===== src/rtl/ptt_pkg.sv =====
package ptt_pkg;

  localparam int unsigned Entries  = 64;
  localparam int unsigned IdxW     = $clog2(Entries);
  localparam int unsigned PageW    = 58;

  typedef enum logic [1:0] {
    ACT_MAP       = 2'd0,
    ACT_UNMAP     = 2'd1,
    ACT_TRANSLATE = 2'd2,
    ACT_NONE      = 2'd3
  } action_e;

  typedef enum logic [2:0] {
    ST_OK       = 3'd0,
    ST_NO_ENTRY = 3'd1,
    ST_SPANS    = 3'd2,
    ST_FULL     = 3'd3,
    ST_MISALIGN = 3'd4
  } status_e;

  localparam logic CfgPageShift = 1'b0;
  localparam logic CfgRecvMode  = 1'b1;

  typedef enum logic [2:0] {
    S_IDLE,
    S_SCAN,
    S_APPLY,
    S_OUT
  } state_e;

  // controller -> datapath
  typedef struct packed {
    logic load;
    logic scan_start;
    logic scan_step;
    logic apply;
    logic finish;
    logic out_load;
  } ptt_cmd_t;

  // datapath -> controller
  typedef struct packed {
    logic scan_last;
    logic run_done;
    logic early_done;
  } ptt_sts_t;

  localparam logic [31:0] NoCid = 32'hFFFF_FFFF;

endpackage


===== src/rtl/ptt_ctrl.sv =====
module ptt_ctrl (
  input  logic              clk_i,
  input  logic              rst_ni,
  input  logic              in_valid_i,
  output logic              in_ready_o,
  output logic              out_valid_o,
  input  logic              out_ready_i,
  input  ptt_pkg::ptt_sts_t sts_i,
  output ptt_pkg::ptt_cmd_t cmd_o
);

  ptt_pkg::state_e state_q, state_d;
  logic            ovalid_q, ovalid_d;

  always_ff @(posedge clk_i or negedge rst_ni) begin
    if (!rst_ni) begin
      state_q  <= ptt_pkg::S_IDLE;
      ovalid_q <= 1'b0;
    end else begin
      state_q  <= state_d;
      ovalid_q <= ovalid_d;
    end
  end

  logic out_free;
  assign out_free = !ovalid_q || out_ready_i;

  always_comb begin
    state_d = state_q;
    case (state_q)
      ptt_pkg::S_IDLE: begin
        if (in_valid_i) state_d = ptt_pkg::S_SCAN;
      end
      ptt_pkg::S_SCAN: begin
        if (sts_i.early_done) state_d = ptt_pkg::S_OUT;
        else if (sts_i.scan_last) state_d = ptt_pkg::S_APPLY;
      end
      ptt_pkg::S_APPLY: begin
        if (sts_i.run_done) state_d = ptt_pkg::S_OUT;
        else state_d = ptt_pkg::S_SCAN;
      end
      ptt_pkg::S_OUT: begin
        if (out_free) state_d = ptt_pkg::S_IDLE;
      end
      default: state_d = ptt_pkg::S_IDLE;
    endcase
  end

  always_comb begin
    cmd_o      = '0;
    in_ready_o = 1'b0;
    ovalid_d   = ovalid_q && !out_ready_i;
    case (state_q)
      ptt_pkg::S_IDLE: begin
        in_ready_o   = 1'b1;
        cmd_o.load   = in_valid_i;
      end
      ptt_pkg::S_SCAN: begin
        cmd_o.scan_step = 1'b1;
      end
      ptt_pkg::S_APPLY: begin
        cmd_o.apply      = 1'b1;
        cmd_o.scan_start = !sts_i.run_done;
      end
      ptt_pkg::S_OUT: begin
        if (out_free) begin
          cmd_o.out_load = 1'b1;
          ovalid_d       = 1'b1;
        end
      end
      default: ;
    endcase
  end

  assign out_valid_o = ovalid_q;

endmodule


===== config.mk =====
export PLATFORM = sky130hd
export DESIGN_NAME = ptt_ctrl
export DESIGN_NICKNAME = d
export VERILOG_FILES = /design/src/rtl/ptt_pkg.sv /design/src/rtl/ptt_ctrl.sv
export SDC_FILE = /design/constraint.sdc
export NUM_CORES = 1
export LEC_CHECK = 0
export BUFFER_PORTS_ARGS = -buffer_cell sky130_fd_sc_hd__buf_2
export CAP_MARGIN = 20
export CORE_AREA = 2 2 39 41
export CTS_BUF_LIST = sky130_fd_sc_hd__clkbuf_2 sky130_fd_sc_hd__clkbuf_4 sky130_fd_sc_hd__clkbuf_8
export CTS_CLUSTER_DIAMETER = 200
export DETAILED_ROUTE_END_ITERATION = 16
export DIE_AREA = 0 0 41 43
export GPL_TIMING_DRIVEN = 0
export PLACE_DENSITY_LB_ADDON = 0.05
export SYNTH_ARGS = -nofsm -noshare
export SYNTH_HDL_FRONTEND = slang
export SYNTH_SLANG_ARGS = --single-unit

===== constraint.sdc =====
create_clock -name clk_i -period 1.3 [get_ports clk_i]
set_input_delay 0.065 -clock clk_i [delete_from_list [all_inputs] [get_ports clk_i]]
set_output_delay 0.065 -clock clk_i [all_outputs]
set_load 0.01 [all_outputs]

==> results.toml, run 1 <==
[global_routing]
grt_overflow = 0
grt.total_usage = 0.0673
grt_pass1_vias = 169
grt_pass1_wl_um = 690
grt_max_degree = 6
grt_antenna_before_repair = 0

[placement]
portBuffers = 13
place_ws_ns = 0.232
hpwl_um = 400
post-place-cells = 50
place.gp.congestion = 0.688

[outcome]
run_status = "complete, no violations"

[layout]
drive_gt1_frac = 0.590
final_cell_mix = "buf_2 (13), clkbuf_4 (4), dfrtp_1 (3)"
num-fill-cells = 150
fin_nets = 47
finish.utilization = 0.232
regArea_um2 = 75.1
mostFrequentLayoutCell = "buf_2"
diodes = 0
area_growth_syn_to_layout_pct = 66.9
fin_cells = 55
multi_input_area_um2 = 106

[worst_setup_path]
critPathMaxFanout = 5
worstRegToRegCells = 3
r2r-end = "state_q[1]"
endpoint_kind = "output pin"
r2r_setup_slack_ns = 0.22
path_class = "reg2out"
arrival_ns = 1.14
startpoint_type = "flip-flop"
r2r_start = "state_q[0]"
worst_ep_required_time_ns = 1.24

[drt]
ant_nets = 0
finalWirelength_um = 497
via_per_inst = 3.58
firstDrtPassIters = 2
drc = 0
route.detailed.wl_per_inst_um = 9.04
routed-via-count = 197
drt_iter0_markers = 1

[sta]
hold_violations = 0
post-route-period-util = 0.928
maxSlewViolCount = 0
finalCriticalPeriod_ns = 1.21
layout_setup_ws_ns = 0.0935
skew_ns = 0.00481
fmax_mhz = 829
finalSetupViolCount = 0
final.setup.tns_ns = 0
rsz0062_at_grt = "no"

[floorplanning]
start_util = 0.139
design.portCount = 15
die_w_um = 41
fp.coreArea_mm2 = 0.00138
die_h_um = 43
design.die.area_mm2 = 0.00176
rows = 14

[clocking]
cts_setup_buffers = 0
cts_root_buffer = "clkbuf_4"
insertion_delay_ns = 0.23
clk_pin_slew_ns = 0.03
cts_buffers = 3
cts_buffer_depth = 2
htreeDepth = 1
cts_sinks = 3
cts_tree = "done"

[min_path]
min_path_type = "in2reg"
whs_path_depth = 2
worstHoldStart = "out_ready_i"
hold_end = "out_valid_o"

[yosys]
synth_nets = 28
synth_cell_types = 17
yosys_warnings = 0
yosysSeqAreaShare = 0.390
synthCells = 21
ys_seq_elements = 3
syn_avg_cell_area_um2 = 9.18
syn-cell-area_um2 = 193

[pwr]
p_int_w = 0.000448
combPwrFrac = 0.462
power.density_mw_per_mm2 = 2250
swShare = 0.380
p_sw_w = 0.000274
seq_power_share = 0.286
power_leakage_nw = 0.179
max-vdd-ir-drop_uv = 624
power_w = 0.000722
clkPwrFrac = 0.252

[job]
maxCapViolCount = 0
synthesized netlist by cell type:
master   count  area (um^2)
nor3_1       2         10.0
o21ai_0      1         5.00
conb_1       1         3.75
o21a_1       1         7.51
nor2b_4      1         13.8
nor2b_1      1         6.26
nand2_1      1         3.75
a21oi_1      1         5.00
nor2_1       1         3.75
inv_1        2         7.51
and3b_2      1         10.0
buf_4        1         7.51
nor3_2       1         10.0
dfrtp_1      3         75.1
a211o_1      1         8.76
and2_1       1         6.26
nor2b_2      1         8.76
final cells by class:
class	count	share of cell area
buffer	1	0.0233
clock buffer	4	0.0934
inverter	2	0.0233
multi-input combinational	15	0.331
sequential	3	0.233
tap	16	0.0623
timing repair buffer	14	0.233
logic make-up after synthesis:
family	Yosys count	share of synthesized area
AO/OA/AOI/OAI	4	0.136
AND/OR/NAND/NOR	10	0.377
flip-flops	3	0.390
buffers and inverters	3	0.0780
other	1	0.0195
critical path, stage by stage (launching register included):
cell and delay, ns:
dfrtp_1 0.44, nor2b_2 0.22, nor2b_1 0.13, buf_2 0.13
through the flow:
step                      hold slack, ns  area (um^2)
after CTS                         0.0575          318
after detailed placement          -0.132          278
after global routing              0.0600          322
after floorplan                   -0.231          193
after global placement            -0.133          278
final                             0.0615          322
state kept, by name (all words and copies together), names as in the netlist:
register and flops:
state_q 2, out_valid_o 1
worst max path at each step:
| stage | start | to |
|---|---|---|
| after floorplan | state_q[0] | state_q[1] |
| after global placement | state_q[0] | state_q[1] |
| after detailed placement | state_q[0] | state_q[1] |
| after CTS | state_q[1] | cmd_o[0] |
| after global routing | state_q[1] | cmd_o[4] |
| final | state_q[1] | cmd_o[4] |
timing repair:
item	4_1_cts	5_1_grt
hold endpoints to repair	3	0
hold buffers	1	0
setup endpoints to repair	0	1
resized for setup	0	1
power groups by stage:
stage | Clock [W] | Combinational [W] | Sequential, W
detailed placement | 0 | 0.000331 | 0.000205
global placement | 0 | 0.000331 | 0.000204
CTS | 0.000194 | 0.000334 | 0.000204
floorplan | 0 | 0.000210 | 0.000197
finish | 0.000182 | 0.000334 | 0.000207
global route | 0.000206 | 0.000369 | 0.000216
routing by layer:
| metal | GRT usage | part of all wire | vias up |
|---|---|---|---|
| met4 | 0 | 0 | 0 |
| met5 | 0 | 0 | - |
| li1 | - | - | 105 |
| met1 | 0.0806 | 0.43 | 85 |
| met2 | 0.0750 | 0.48 | 7 |
| met3 | 0.0942 | 0.093 | 0 |
Note: power is estimated with default switching activity, not from simulation.
==> run 2: changes to the inputs <==
--- a/config.mk
+++ b/config.mk
@@ -8,7 +8,6 @@
 export BUFFER_PORTS_ARGS = -buffer_cell sky130_fd_sc_hd__buf_2
 export CAP_MARGIN = 20
 export CORE_AREA = 2 2 39 41
-export CTS_BUF_LIST = sky130_fd_sc_hd__clkbuf_2 sky130_fd_sc_hd__clkbuf_4 sky130_fd_sc_hd__clkbuf_8
 export CTS_CLUSTER_DIAMETER = 200
 export DETAILED_ROUTE_END_ITERATION = 16
 export DIE_AREA = 0 0 41 43
==> run 2 against run 1 <==
  * Register-to-register slack about the same
  * Die area unchanged
  * Setup slack got worse by 0.0061 ns
  * Clock skew up 0.0010 ns
  * Maximum frequency down 0.51%
  * Critical path depth stayed put
  * Power decreased by 2.9%
  * Count of clock-buffer cells in the layout is the same
  * Wire length decreased by 0.80%
  * Flip-flop and latch count stayed put
==> results.toml, run 2 (synthesized netlist as in run 1, its figures left out) <==
[floorplanning]
design.portCount = 15
start_util = 0.139
design.die.area_mm2 = 0.00176
die_h_um = 43
rows = 14
fp.coreArea_mm2 = 0.00138
die_w_um = 41

[outcome]
run_status = "complete, no violations"

[layout]
area_growth_syn_to_layout_pct = 64.9
multi_input_area_um2 = 106
num-fill-cells = 147
max_flop_register = "state_q"
drive_gt1_frac = 0.564
fin_nets = 47
fin_area_um2 = 318
mostFrequentLayoutCell = "buf_2"
regArea_um2 = 75.1
diodes = 0
finish.utilization = 0.230
final_cell_mix = "buf_2 (13), clkbuf_4 (3), dfrtp_1 (3)"
largest_reg_flops = 2

[clocking]
insertion_delay_ns = 0.23
cts_setup_buffers = 0
htreeDepth = 1
clk_pin_slew_ns = 0.03
cts_sinks = 3
cts_root_buffer = "clkbuf_4"
cts_buffers = 3
cts_buffer_depth = 2
cts_tree = "done"

[sta]
hold_violations = 0
finalCriticalPeriod_ns = 1.21
maxSlewViolCount = 0
finalSetupViolCount = 0
rsz0062_at_grt = "no"
layout_setup_ws_ns = 0.0873
skew_ns = 0.00584
fmax_mhz = 825
post-route-period-util = 0.933
final.setup.tns_ns = 0

[worst_setup_path]
endpoint_kind = "output pin"
critPathMaxFanout = 5
worst_ep_required_time_ns = 1.24
arrival_ns = 1.15
startpoint_type = "flip-flop"
worstRegToRegCells = 3
path_class = "reg2out"

[placement]
hpwl_um = 400
portBuffers = 13
place.gp.congestion = 0.688
place_ws_ns = 0.232
dpl_cell_area_um2 = 278

[drt]
via_per_inst = 3.55
drc = 0
firstDrtPassIters = 1
ant_nets = 0
routed-via-count = 195
drt_iter0_markers = 0
finalWirelength_um = 493
route.detailed.wl_per_inst_um = 8.96

[global_routing]
grt_antenna_before_repair = 0
grt_pass1_vias = 169
grt_pass1_wl_um = 690
grt_overflow = 0
grt_max_degree = 6
grt.total_usage = 0.0673

[min_path]
whs_path_depth = 2
min_path_type = "in2reg"

[pwr]
seq_power_share = 0.294
p_int_w = 0.000427
swShare = 0.391
p_sw_w = 0.000274
power_w = 0.000702
max-vdd-ir-drop_uv = 580
clkPwrFrac = 0.231
power.density_mw_per_mm2 = 2210
power_leakage_nw = 0.175
combPwrFrac = 0.474

[job]
maxCapViolCount = 0
==> run 2: worst max-delay path, stage by stage, from the launching register on <==
cell	delay, ns
dfrtp_1	0.45
nor2b_2	0.22
nor2b_1	0.13
buf_2	0.13
==> run 2: per-stage QoR <==
stage               hold WS, ns  std cells
finish                   0.0613         55
global route             0.0600         55
CTS                      0.0575         55
detailed placement       -0.132         50
global placement         -0.133         50
floorplan                -0.231         21
==> run 2: layout make-up <==
class	instances	area share
Multi-Input combinational cell	15	0.335
Sequential cell	3	0.236
Timing Repair Buffer	14	0.236
Clock buffer	4	0.0827
Tap cell	16	0.0630
Buffer	1	0.0236
Inverter	2	0.0236
==> run 2: worst paths after layout <==
check	from	endpoint	slack [ns]
max reg2reg	state_q[0]	state_q[1]	0.23
min	out_ready_i	out_valid_o	0.06
max	state_q[1]	cmd_o[4]	0.09
min in group asynchronous	rst_ni	state_q[0]	0.16
max in group asynchronous	rst_ni	state_q[1]	1.02
min reg2reg	out_valid_o	out_valid_o	0.58
==> run 2: layer usage <==
metal  global-route usage  part of all wire  wire length, um  up-vias
met5                    0                 0                0        -
met4                    0                 0                0        0
met3               0.0942             0.093               46        0
met2               0.0750              0.47              234        7
met1               0.0806              0.43              211       84
li1                     -                 -                -      104
==> run 2: timing repair <==
action / 4_1_cts / 5_1_grt
hold buffers: 1 / 0
endpoints found under the hold margin: 3 / 0
resized for setup: 0 / 1
setup endpoints to repair: 0 / 1
==> run 2: power groups by stage <==
stage,sequential (W),combinational [W],clock (W)
after CTS,0.000204,0.000334,0.000173
final,0.000207,0.000333,0.000162
after global routing,0.000216,0.000369,0.000185
after detailed placement,0.000205,0.000331,0
after floorplan,0.000197,0.000210,0
after global placement,0.000204,0.000331,0
==> run 3: changes to the inputs <==
--- a/config.mk
+++ b/config.mk
@@ -5,12 +5,12 @@
 export SDC_FILE = /design/constraint.sdc
 export NUM_CORES = 1
 export LEC_CHECK = 0
-export BUFFER_PORTS_ARGS = -buffer_cell sky130_fd_sc_hd__buf_2
 export CAP_MARGIN = 20
 export CORE_AREA = 2 2 39 41
 export CTS_CLUSTER_DIAMETER = 200
 export DETAILED_ROUTE_END_ITERATION = 16
 export DIE_AREA = 0 0 41 43
+export DONT_BUFFER_PORTS = 1
 export GPL_TIMING_DRIVEN = 0
 export PLACE_DENSITY_LB_ADDON = 0.05
 export SYNTH_ARGS = -nofsm -noshare
==> run 3 against run 2 <==
  * Combinational power is 24% lower
  * Count of clock-buffer cells in the layout unchanged
  * Wire length decreased by 0.61%
  * Power is 9.7% lower
  * Hold slack lost 0.017 ns
  * First-iteration DRC count up 3
  * Largest cell class unchanged
  * Sequential share of layout area is 3.5 points higher
  * Critical path depth down 1
  * Non-clock buffer count decreased by 11
  * Final cell count down 20%
  * Utilization is 3.0 points lower
==> results.toml, run 3 (synthesized netlist as in run 1, its figures left out) <==
[pwr]
power_w = 0.000634
power_leakage_nw = 0.129
clkPwrFrac = 0.258
seq_power_share = 0.344
combPwrFrac = 0.399
p_int_w = 0.000378
swShare = 0.404
max-vdd-ir-drop_uv = 542
power.density_mw_per_mm2 = 2290
p_sw_w = 0.000256

[sta]
finalCriticalPeriod_ns = 1.21
finalSetupViolCount = 0
maxSlewViolCount = 0
fmax_mhz = 826
final.setup.tns_ns = 0
layout_setup_ws_ns = 0.0900
rsz0062_at_grt = "no"
hold_violations = 0
post-route-period-util = 0.931
skew_ns = 0.00312

[worst_setup_path]
cpMaxStageDelayCell = "dfrtp_1"
r2r_start = "state_q[0]"
startpoint_type = "flip-flop"
worstRegToRegCells = 3
crit_start = "state_q[0]"
crit_buf_inv = 0
arrival_ns = 1.15
crit_chain = "nand2_1 -> a21oi_1"
r2r_setup_slack_ns = 0.17
path_class = "reg2out"
critPathMaxFanout = 5
endpoint = "cmd_o[0]"
r2r-end = "state_q[0]"
cp.depth = 2
max_stage_delay_ns = 0.45
critPathTopFamily = "flip-flops"
endpoint_kind = "output pin"
worst_ep_required_time_ns = 1.24

[placement]
post-place-cells = 37
hpwl_um = 381
place_ws_ns = 0.164
portBuffers = 0
place.gp.congestion = 0.595

[layout]
num-fill-cells = 153
largest_reg_flops = 2
max_flop_register = "state_q"
area_growth_syn_to_layout_pct = 43.5
drive_gt1_frac = 0.321
finish.utilization = 0.200
fin_nets = 36
diodes = 0
fin_cells = 44
final_cell_mix = "clkbuf_4 (3), dlygate4sd3_1 (3), dfrtp_1 (3)"

[clocking]
cts_buffers = 3
cts_tree = "done"
insertion_delay_ns = 0.23
htreeDepth = 1
cts_buffer_depth = 2
clk_pin_slew_ns = 0.04
cts_sinks = 3
cts_root_buffer = "clkbuf_4"

[drt]
ant_nets = 0
route.detailed.wl_per_inst_um = 11.1
routed-via-count = 163
via_per_inst = 3.70
drt_iter0_markers = 3
finalWirelength_um = 490
firstDrtPassIters = 3
drc = 0

[global_routing]
grt_overflow = 0
grt_pass1_vias = 172
grt_max_degree = 6
grt_pass1_wl_um = 731
grt.total_usage = 0.0704
grt_antenna_before_repair = 0

[floorplanning]
rows = 14
fp.coreArea_mm2 = 0.00138
die_h_um = 43
design.portCount = 15
die_w_um = 41
start_util = 0.139
design.die.area_mm2 = 0.00176

[job]
maxCapViolCount = 0

[outcome]
run_status = "complete, no violations"

[min_path]
min_path_type = "in2reg"
-- run 3: changes by cell type in the layout (fill, tap and decap cells not counted), sizes merged --
cell         previous run  this run
buf                    14         1
dlygate4sd3             1         3
-- run 3: metrics by stage --
step | hold slack [ns] | area, um^2
floorplan | -0.231 | 193
global placement | -0.230 | 213
detailed placement | -0.230 | 213
CTS | 0.0456 | 269
global route | 0.0475 | 277
finish | 0.0440 | 277
-- run 3: layer usage --
metal,global-route usage,vias to the layer above,routed length [um]
met2,0.0906,9,249
met1,0.0744,74,174
met5,0,-,0
met3,0.0942,0,66
li1,-,80,-
met4,0,0,0
-- run 3: worst min path at each step --
stage	endpoint	slack, ns	from	cells after the start
floorplan	out_valid_o	-0.23	rst_ni	0
global placement	state_q[0]	-0.23	rst_ni	0
detailed placement	state_q[0]	-0.23	rst_ni	0
CTS	state_q[0]	0.05	in_valid_i	2
global route	state_q[0]	0.05	in_valid_i	2
finish	state_q[0]	0.04	in_valid_i	2
-- run 3: final cells by class --
cell class | instances | area [um^2] | area share
Timing Repair Buffer | 3 | 30.0 | 0.109
Clock buffer | 4 | 26.3 | 0.0950
Inverter | 2 | 7.51 | 0.0271
Buffer | 1 | 7.51 | 0.0271
Sequential cell | 3 | 75.1 | 0.271
Tap cell | 16 | 20.0 | 0.0724
Multi-Input combinational cell | 15 | 110 | 0.398
-- run 3: power groups by stage --
stage               sequential, W  clock [W]  combinational (W)
finish                   0.000218   0.000163           0.000253
CTS                      0.000214   0.000173           0.000251
detailed placement       0.000214          0           0.000240
floorplan                0.000197          0           0.000210
global route             0.000227   0.000180           0.000282
global placement         0.000215          0           0.000239
-- run 3: what timing repair did --
item | in CTS | in global routing
hold endpoints to repair | 5 | 0
resized for setup | 0 | 2
endpoints found under the setup margin | 0 | 1
buffers inserted | 0 | 0
hold buffers | 3 | 0
